===== config.mk =====
export PLATFORM = sky130hd
export DESIGN_NAME = vdp_ctrl
export DESIGN_NICKNAME = d
export VERILOG_FILES = /design/src/rtl/vdp_sheet_resistance_solver_macros.svh /design/src/rtl/vdp_pkg.sv /design/src/rtl/vdp_ctrl.sv
export SDC_FILE = /design/constraint.sdc
export NUM_CORES = 1
export LEC_CHECK = 0
export ABC_CLOCK_PERIOD_IN_PS = 2900
export BUFFER_PORTS_ARGS = -buffer_cell sky130_fd_sc_hd__buf_4
export CAP_MARGIN = 20
export CORE_ASPECT_RATIO = 1.75
export CORE_MARGIN = 5
export CORE_UTILIZATION = 52
export CTS_CLUSTER_DIAMETER = 50
export DETAILED_ROUTE_END_ITERATION = 8
export GPL_ROUTABILITY_DRIVEN = 0
export PLACE_DENSITY = 0.77
export SLEW_MARGIN = 20
export SYNTH_ARGS = -nofsm -noshare
export SYNTH_HDL_FRONTEND = slang
export SYNTH_SLANG_ARGS = --single-unit

===== constraint.sdc =====
create_clock -name clk -period 2.9 [get_ports clk]
set_clock_uncertainty 0.1 [all_clocks]
set_input_delay 0.58 -clock clk [delete_from_list [all_inputs] [get_ports clk]]
set_output_delay 0.58 -clock clk [all_outputs]
set_load 0.005 [all_outputs]

===== src/rtl/vdp_sheet_resistance_solver_macros.svh =====
// Assertion macros used by the solver RTL.
`ifndef VDP_SHEET_RESISTANCE_SOLVER_MACROS_SVH
`define VDP_SHEET_RESISTANCE_SOLVER_MACROS_SVH
`ifndef ASSERT_OFF
`define VDP_ASSERT_NOW(lbl, clk, rst_n, ante, cons) \
	lbl: assert property (@(posedge clk) disable iff (!rst_n) (ante) |-> (cons)) \
		else $error("vdp assertion failed");
`define VDP_ASSERT_NEXT(lbl, clk, rst_n, ante, cons) \
	lbl: assert property (@(posedge clk) disable iff (!rst_n) (ante) |=> (cons)) \
		else $error("vdp assertion failed");
`else
`define VDP_ASSERT_NOW(lbl, clk, rst_n, ante, cons)
`define VDP_ASSERT_NEXT(lbl, clk, rst_n, ante, cons)
`endif
`endif


===== src/rtl/vdp_pkg.sv =====
package vdp_pkg;

	localparam int RES_W   = 32;
	localparam int RS_W    = 52;
	localparam int SHEET_W = 36;
	localparam int EXP_W   = 32;
	localparam int LIMIT_W = 6;
	localparam int TOL_W   = 5;
	localparam int STEP_W  = 6;
	localparam int STAT_W  = 2;
	localparam int OP_W    = 4;

	localparam logic [63:0] PI_Q60    = 64'h3243F6A8885A308D;
	localparam logic [63:0] LN2_Q60   = 64'h0B17217F7D1CF79B;
	localparam logic [63:0] LN2_Q56   = 64'h00B17217F7D1CF7A;
	localparam logic [63:0] ONE_Q56   = 64'h0100000000000000;
	localparam logic [63:0] T_CLAMP   = 64'h3200000000000000;
	localparam logic [63:0] RS_MIN64  = 64'h0000000000010000;
	localparam logic [63:0] RS_MAX64  = 64'h000FFFFFFFFFFFFF;
	localparam logic [32:0] ONE_E     = 33'h040000000;
	localparam logic [6:0]  EXP_SHIFT = 7'd26;
	localparam logic [63:0] K_ZERO    = 64'd38;
	localparam logic [4:0]  EXP_TERMS = 5'd20;

	localparam logic [LIMIT_W-1:0] LIMIT_RST = 6'd50;
	localparam logic [TOL_W-1:0]   TOL_RST   = 5'd23;

	localparam logic REG_LIMIT = 1'b0;
	localparam logic REG_TOL   = 1'b1;

	localparam logic [STAT_W-1:0] ST_CONV      = 2'd0;
	localparam logic [STAT_W-1:0] ST_NONPOS    = 2'd1;
	localparam logic [STAT_W-1:0] ST_LIMIT     = 2'd2;
	localparam logic [STAT_W-1:0] ST_UNDERFLOW = 2'd3;

	localparam logic [OP_W-1:0] OP_GUESS_MUL = 4'd0;
	localparam logic [OP_W-1:0] OP_GUESS_DIV = 4'd1;
	localparam logic [OP_W-1:0] OP_RATIO_MUL = 4'd2;
	localparam logic [OP_W-1:0] OP_RATIO_DIV = 4'd3;
	localparam logic [OP_W-1:0] OP_EXP_RED   = 4'd4;
	localparam logic [OP_W-1:0] OP_EXP_MUL   = 4'd5;
	localparam logic [OP_W-1:0] OP_EXP_SDIV  = 4'd6;
	localparam logic [OP_W-1:0] OP_EXP_FIN   = 4'd7;
	localparam logic [OP_W-1:0] OP_G_MUL     = 4'd8;
	localparam logic [OP_W-1:0] OP_DELTA_MUL = 4'd9;
	localparam logic [OP_W-1:0] OP_DELTA_DIV = 4'd10;

	typedef struct packed {
		logic            go;
		logic            load;
		logic [OP_W-1:0] op;
		logic            side;
	} vdp_cmd_t;

	typedef struct packed {
		logic done;
		logic nonpos;
		logic g_zero;
		logic conv;
		logic n_last;
	} vdp_stat_t;

endpackage


===== src/rtl/vdp_ctrl.sv =====
module vdp_ctrl (
	input  logic                          clk,
	input  logic                          arst_n,
	input  logic                          start,
	input  logic [vdp_pkg::LIMIT_W-1:0]   iteration_limit,
	input  vdp_pkg::vdp_stat_t            stat,
	output vdp_pkg::vdp_cmd_t             cmd,
	output logic                          busy,
	output logic                          done,
	output logic [vdp_pkg::STAT_W-1:0]    solve_status,
	output logic [vdp_pkg::STEP_W-1:0]    steps_used
);

	localparam logic [3:0] S_IDLE  = 4'd0;
	localparam logic [3:0] S_GMUL  = 4'd1;
	localparam logic [3:0] S_GDIV  = 4'd2;
	localparam logic [3:0] S_RMUL  = 4'd3;
	localparam logic [3:0] S_RDIV  = 4'd4;
	localparam logic [3:0] S_XRED  = 4'd5;
	localparam logic [3:0] S_XMUL  = 4'd6;
	localparam logic [3:0] S_XSDIV = 4'd7;
	localparam logic [3:0] S_XFIN  = 4'd8;
	localparam logic [3:0] S_GM    = 4'd9;
	localparam logic [3:0] S_GCHK  = 4'd10;
	localparam logic [3:0] S_DMUL  = 4'd11;
	localparam logic [3:0] S_DDIV  = 4'd12;

	logic [3:0]                   state_q;
	logic                         wait_q, side_q, done_q;
	logic [vdp_pkg::STAT_W-1:0]   status_q;
	logic [vdp_pkg::STEP_W-1:0]   steps_q, steps_plus;

	assign steps_plus = steps_q + 6'd1;

	always_comb begin
		cmd      = '0;
		cmd.load = start && (state_q == S_IDLE);
		cmd.side = side_q;
		cmd.go   = !wait_q && (state_q != S_IDLE) && (state_q != S_GCHK);
		unique case (state_q)
			S_GMUL:  cmd.op = vdp_pkg::OP_GUESS_MUL;
			S_GDIV:  cmd.op = vdp_pkg::OP_GUESS_DIV;
			S_RMUL:  cmd.op = vdp_pkg::OP_RATIO_MUL;
			S_RDIV:  cmd.op = vdp_pkg::OP_RATIO_DIV;
			S_XRED:  cmd.op = vdp_pkg::OP_EXP_RED;
			S_XMUL:  cmd.op = vdp_pkg::OP_EXP_MUL;
			S_XSDIV: cmd.op = vdp_pkg::OP_EXP_SDIV;
			S_XFIN:  cmd.op = vdp_pkg::OP_EXP_FIN;
			S_GM:    cmd.op = vdp_pkg::OP_G_MUL;
			S_DMUL:  cmd.op = vdp_pkg::OP_DELTA_MUL;
			S_DDIV:  cmd.op = vdp_pkg::OP_DELTA_DIV;
			default: cmd.op = vdp_pkg::OP_GUESS_MUL;
		endcase
	end

	always_ff @(posedge clk or negedge arst_n) begin
		if (!arst_n) begin
			state_q  <= S_IDLE;
			wait_q   <= 1'b0;
			side_q   <= 1'b0;
			done_q   <= 1'b0;
			status_q <= vdp_pkg::ST_CONV;
			steps_q  <= '0;
		end else begin
			done_q <= 1'b0;
			if (cmd.go)
				wait_q <= 1'b1;
			if (stat.done)
				wait_q <= 1'b0;
			unique case (state_q)
				S_IDLE: begin
					if (start) begin
						steps_q <= '0;
						side_q  <= 1'b0;
						if (stat.nonpos) begin
							done_q   <= 1'b1;
							status_q <= vdp_pkg::ST_NONPOS;
						end else begin
							state_q <= S_GMUL;
						end
					end
				end
				S_GMUL: if (stat.done) state_q <= S_GDIV;
				S_GDIV: begin
					if (stat.done) begin
						if (iteration_limit == '0) begin
							state_q  <= S_IDLE;
							done_q   <= 1'b1;
							status_q <= vdp_pkg::ST_LIMIT;
						end else begin
							state_q <= S_RMUL;
						end
					end
				end
				S_RMUL: if (stat.done) state_q <= S_RDIV;
				S_RDIV: begin
					if (stat.done) begin
						side_q  <= !side_q;
						state_q <= side_q ? S_XRED : S_RMUL;
					end
				end
				S_XRED: if (stat.done) state_q <= S_XMUL;
				S_XMUL: if (stat.done) state_q <= S_XSDIV;
				S_XSDIV: if (stat.done) state_q <= stat.n_last ? S_XFIN : S_XMUL;
				S_XFIN: begin
					if (stat.done) begin
						side_q  <= !side_q;
						state_q <= side_q ? S_GM : S_XRED;
					end
				end
				S_GM: begin
					if (stat.done) begin
						side_q  <= !side_q;
						state_q <= side_q ? S_GCHK : S_GM;
					end
				end
				S_GCHK: begin
					if (stat.g_zero) begin
						state_q  <= S_IDLE;
						done_q   <= 1'b1;
						status_q <= vdp_pkg::ST_UNDERFLOW;
					end else begin
						state_q <= S_DMUL;
					end
				end
				S_DMUL: if (stat.done) state_q <= S_DDIV;
				S_DDIV: begin
					if (stat.done) begin
						steps_q <= steps_plus;
						if (stat.conv) begin
							state_q  <= S_IDLE;
							done_q   <= 1'b1;
							status_q <= vdp_pkg::ST_CONV;
						end else if (steps_plus == iteration_limit) begin
							state_q  <= S_IDLE;
							done_q   <= 1'b1;
							status_q <= vdp_pkg::ST_LIMIT;
						end else begin
							state_q <= S_RMUL;
						end
					end
				end
				default: state_q <= S_IDLE;
			endcase
		end
	end

	assign busy         = state_q != S_IDLE;
	assign done         = done_q;
	assign solve_status = status_q;
	assign steps_used   = steps_q;

endmodule


; Word-level counts from Yosys, hierarchy flattened
; Memories as Yosys holds them, arrays and structs flattened.
; Cells that the tools add are included.
[word_totals]
ff_bits = 15
romBits = 64
input_bits = 14
out_inout_bits = 17
wordCells = 105
mem_count = 1
[mem_list]
columns = name, words, word_bits, read_ports, rd_clocked_by_memory_dff, write_ports, line
row1 = (no name shown), 16, 4, 1, 0, 0, vdp_ctrl.sv:40  ; unique case (state_q)
[op_classes]
n_addsub = 1
eq_ne = 32
muxes = 48
reduce_logical = 17
[ops]
columns = operator, n
row1 = 2-to-1 mux 4 bit, 16
row2 = case mux 4 bit (13 select lines), 1
row3 = "inequality test 2 bit, second input constant", 16
row4 = 2-to-1 mux 2 bit, 12
row5 = "equality test 4 bit, second input constant", 5
row6 = "equality test 4 x 3 -> 1 bit, second input constant", 4
row7 = AND reduction 13 bit, 1
row8 = 2-to-1 mux 1 bit, 12
row9 = 2-to-1 mux 6 bit, 2
row10 = case mux 6 bit (2 select lines), 1
row11 = "equality test 4 x 2 -> 1 bit, second input constant", 2
row12 = case mux 2 bit (4 select lines), 1
row13 = AND reduction 8 bit, 1
row14 = nonzero test 4 bit, 2
row15 = "adder 6 x 1 -> 6 bit, second input constant", 1
row16 = equality test 6 bit, 1
row17 = logical NOT 6 bit, 1
row18 = AND reduction 3 bit, 2
row19 = nonzero test 2 bit, 3
row20 = "equality test 4 x 1 -> 1 bit, second input constant", 1
row21 = logical NOT 4 bit, 1
row22 = "inequality test 4 bit, second input constant", 1
row23 = case mux 1 bit (4 select lines), 1
row24 = logical AND 1 bit, 3
row25 = other kinds (6), 7

; Logic depth before layout (Yosys ltp)
[logic_depth]
ltp_word = 6
mapped_depth = 9
mapped_depth_nobuf = 7

; Worst setup path before layout
; No wires, ideal clock.
[synth_timing]
path_type = input port to flip-flop
start = input iteration_limit[0] (netlist name)
end = register status_q, in the netlist solve_status[1]
setup_ps = 126
arrival_time_ps = 1854
required_time_ps = 2674
path_slack_ps = 820
stages = 5
cell_sequence = or4_4 -> o211ai_2 -> o221ai_2 -> or3_1 -> o311a_1
[synth_via]
elab_chain_cells = 3
word_cells_on_any_way = 5
classes_between = 3 x eq/ne / 2 x reduce/logical
[synth_lines]
columns = element, line
row1 = start: declaration, vdp_ctrl.sv:5  ; input logic [vdp_pkg::LIMIT_W-1:0] iteration_limit,
row2 = equality test 6 bit or logical NOT 6 bit (tied branches), "vdp_ctrl.sv:134, vdp_ctrl.sv:86"
row3 = inequality test 3 bit (no source line) or inequality test 2 bit (tied branches), -
row4 = AND reduction 8 bit (no source line) (*), -
row5 = end signal: assignment, vdp_ctrl.sv:121  ; status_q <= vdp_pkg::ST_UNDERFLOW;
row6 = end signal: assignment, vdp_ctrl.sv:133  ; status_q <= vdp_pkg::ST_CONV;
row7 = end signal: assignment, vdp_ctrl.sv:137  ; status_q <= vdp_pkg::ST_LIMIT;
row8 = end: declaration, vdp_ctrl.sv:30  ; logic [vdp_pkg::STAT_W-1:0] status_q;
; Every way passes the cells marked *; elsewhere a longest branch is shown, timed or not.
; A chain may end at the register's enable or synchronous reset.

; Worst setup path after layout
[layout_timing]
start = register state_q[0]
end = output busy
[layout_via]
elab_chain_cells = 1
[layout_lines]
columns = element, line
row1 = start: declaration, vdp_ctrl.sv:28  ; logic [3:0] state_q;
row2 = start signal: assignment, vdp_ctrl.sv:99  ; state_q <= side_q ? S_XRED : S_RMUL;
row3 = start signal: assignment, vdp_ctrl.sv:104  ; S_XSDIV: if (stat.done) state_q <= stat.n_last ? S_XFIN : S_XMUL;
row4 = start signal: assignment, vdp_ctrl.sv:108  ; state_q <= side_q ? S_GM : S_XRED;
row5 = nonzero test 4 bit, vdp_ctrl.sv:148  ; assign busy = state_q != S_IDLE;
row6 = end: declaration, vdp_ctrl.sv:8  ; output logic busy,
; Every way passes these cells.

==> results.md <==
* Status: finished, final reports clean
* WL/cell at 16.7 microns
* HPWL Detailed at 2.86 mm
* Remaining DRCs at 0
* Req. time, crit path at 2.22 ns
* Resized Gates After CTS at 0
* Initial Utilization at 0.535
* CTS Hold Bufs at 0
* Hold violation count in the final report at 0
* DIE AREA at 0.00371 sq mm
* Comb power frac at 0.575
* Crit end category: primary output
* Reg2reg setup slack at 0.46 ns
* Synth warn at 0
* Synthesized instance count at 172
* Largest net degree at the start of global routing at 29
* Max-cap violation count at 0
* Pins Over Slew Limit at 0
* Number of flops mapped to enable cells by yosys at 0
* Syn_area_per_cell at 7.75 sq um
* R2R Path End: steps_used[2]
* Antenna-violating nets left at 0
* Relative slew slack at 0.499
* Cell Area, Synth at 0.00133 sq mm
* Initial antenna violation count at 0
* Clk pin slew, worst setup/hold paths at 0.06 ns
* R2r worst-path depth at 7
* Net Switching at 504 uW
* Least-Margin Pin Slew at 0.752 ns
* CP Data Arrival Time at 2.02 ns
* Leak at 0.000698 uW
* Clock share of power at 0.152
* Buf/Inv on CP at 2
* Worst setup SP type: flop
* Worst-case clock buffer depth at 2
* CTS tree: built
* Post-synth ARST share at 1.00
* Fmax achieved at 0.370 GHz
* Crit path cell chain: inv_1 > ha_1 > or3b_2 > buf_4
* Gr usage total at 0.218
* IO Port Bufs at 30
* Crit Path Max Fanout at 19
* CP top delay family: adder cells
* R2r startpoint: state_q[0]
* Final setup viols at 0
* Layout Nets at 215
* Critical-path top delay cell: ha_1
* Inserted Diodes at 0
* RSZ-0062 raised after global routing: no
* Post-synthesis sequential area ratio at 0.282
* Switch share at 0.437
* Post-CTS Setup Bufs at 0
* Register bit total from synthesis at 15
* Fillers at 234
* Vias at 1389
* # IOs at 31
* First-pass GRT wire length at 6.06 mm
* Vias in the first global route at 1408
* Via-per-instance ratio at 6.31
* CTS buffer count at 3
* Crit path time final at 2.70 ns
* Final WL at 3.68 mm
* Die H at 77.0 microns
* Core region area at 0.00249 sq mm
* Pwr per Cell Area at 728 mW/mm^2
* Overflow after GRT at 0
* Yosys cell types at 43
* Hold Crit Class: input pin to asynchronous set/reset pin
* Root Buffer: clkbuf_8
* Post-Route Utilization at 0.635
* Area growth from synthesis to layout at 18.8%
* Core Rows at 24
* Top_reg_cell synth: dfrtp_1
* CP peak stage delay at 0.53 ns
* Die width at 48.3 microns
* CTS Sinks at 15
* DR iter-0 viols at 41
* Max VDD drop at 0.407 mV
* Drt pass-1 iters at 4
* Fin crit share at 0.933
* Clock Latency Late Sink at 0.25 ns
* H-tree depth at 1
* Seq pwr share at 0.273
* Share of layout cells above drive strength 1 at 0.206
* Post-Syn Nets at 192
* Internal Pwr Total at 648 uW
* Crit path kind: flop to primary output
* Setup TNS at 0 ns
-- stage by stage --
step | hold slack, ns | setup slack [ns] | total power [uW] | area (sq um) | cells
4_1_cts | 0.0764 | 0.209 | 1150 | 1580 | 220
3_3_place_gp | 0.344 | 0.559 | 944 | 1540 | 216
2_1_floorplan | 0.184 | 0.820 | 755 | 1330 | 172
5_1_grt | 0.0845 | 0.0943 | 1250 | 1580 | 220
3_5_place_dp | 0.347 | 0.503 | 972 | 1540 | 216
6_report | 0.0711 | 0.196 | 1150 | 1580 | 220
-- cell families after synthesis --
logic type | Yosys count | synth area share
XOR/XNOR | 7 | 0.0460
multiplexers | 2 | 0.0150
flip-flops | 15 | 0.282
AND/OR/NAND/NOR | 69 | 0.276
AO/OA/AOI/OAI | 56 | 0.270
adder cells (fa/ha/maj) | 6 | 0.0563
buffers and inverters | 17 | 0.0545
-- power groups by stage --
stage / sequential, uW / combinational, uW / clock (uW)
4_1_cts: 312 / 662 / 179
5_1_grt: 321 / 742 / 186
2_1_floorplan: 284 / 471 / 0
3_5_place_dp: 316 / 657 / 0
3_3_place_gp: 310 / 634 / 0
6_report: 314 / 663 / 175
-- cell type report --
type / count / area [sq um] / share of cell area
clock buffers: 3 / 41.3 / 0.0261
clock inverters: 1 / 5.00 / 0.00316
inverters: 5 / 18.8 / 0.0119
multi-input cells: 140 / 885 / 0.559
flip-flops and latches: 15 / 375 / 0.237
well taps: 26 / 32.5 / 0.0206
repair buffers: 30 / 225 / 0.142
-- synthesized netlist by cell type (2+ instances only) --
master | instances | area (sq um)
a21o_1 | 3 | 22.5
a21oi_1 | 14 | 70.1
a31oi_1 | 2 | 12.5
and3_1 | 3 | 18.8
buf_2 | 4 | 20.0
clkbuf_1 | 7 | 26.3
dfrtp_1 | 15 | 375
ha_1 | 6 | 75.1
inv_1 | 5 | 18.8
mux2i_1 | 2 | 20.0
nand2_1 | 17 | 63.8
nand2b_1 | 8 | 50.1
nand3_1 | 4 | 20.0
nand3b_1 | 2 | 15.0
nand4b_1 | 2 | 17.5
nor2_1 | 13 | 48.8
nor2b_1 | 6 | 37.5
nor3_1 | 4 | 20.0
nor4_1 | 2 | 12.5
o21ai_0 | 19 | 95.1
o22ai_1 | 3 | 18.8
o31ai_1 | 3 | 22.5
or3_1 | 2 | 12.5
or3b_2 | 2 | 17.5
xnor2_1 | 5 | 43.8
xor2_1 | 2 | 17.5
-- layout by cell type, fill, tap and decap left out, drive strengths merged, types with 3 or more instances in the layout --
cell     n
xnor2    5
ha       6
a21oi   14
nor3     4
nand3    4
o31ai    3
o21ai   19
inv      5
nand2b   8
nand2   17
a21o     3
buf     30
nor2    13
clkbuf   3
and3     3
dfrtp   15
o22ai    3
nor2b    6
-- sequential cells by signal, indices dropped and copies added, names as in the netlist --
name	cells
side_q	1
done	1
state_q	4
steps_used	6
wait_q	1
solve_status	2
-- worst max-delay path by stage --
stage,start,endpoint,slack (ns),cells after the start
after floorplan,iteration_limit[0],solve_status[1],0.82,5
after global placement,state_q[0],busy,0.56,4
after detailed placement,state_q[0],busy,0.50,4
after CTS,state_q[0],busy,0.21,4
after global routing,state_q[0],busy,0.09,4
final,state_q[0],busy,0.20,4
-- per-layer routing --
layer / global-route usage / vias to the layer above / share of wire
met5: 0 / - / 0
met4: 0.137 / 0 / 0.039
met3: 0.0328 / 14 / 0.042
met2: 0.357 / 43 / 0.54
met1: 0.239 / 667 / 0.38
li1: - / 665 / -
Note: power is estimated with default switching activity, not from simulation.
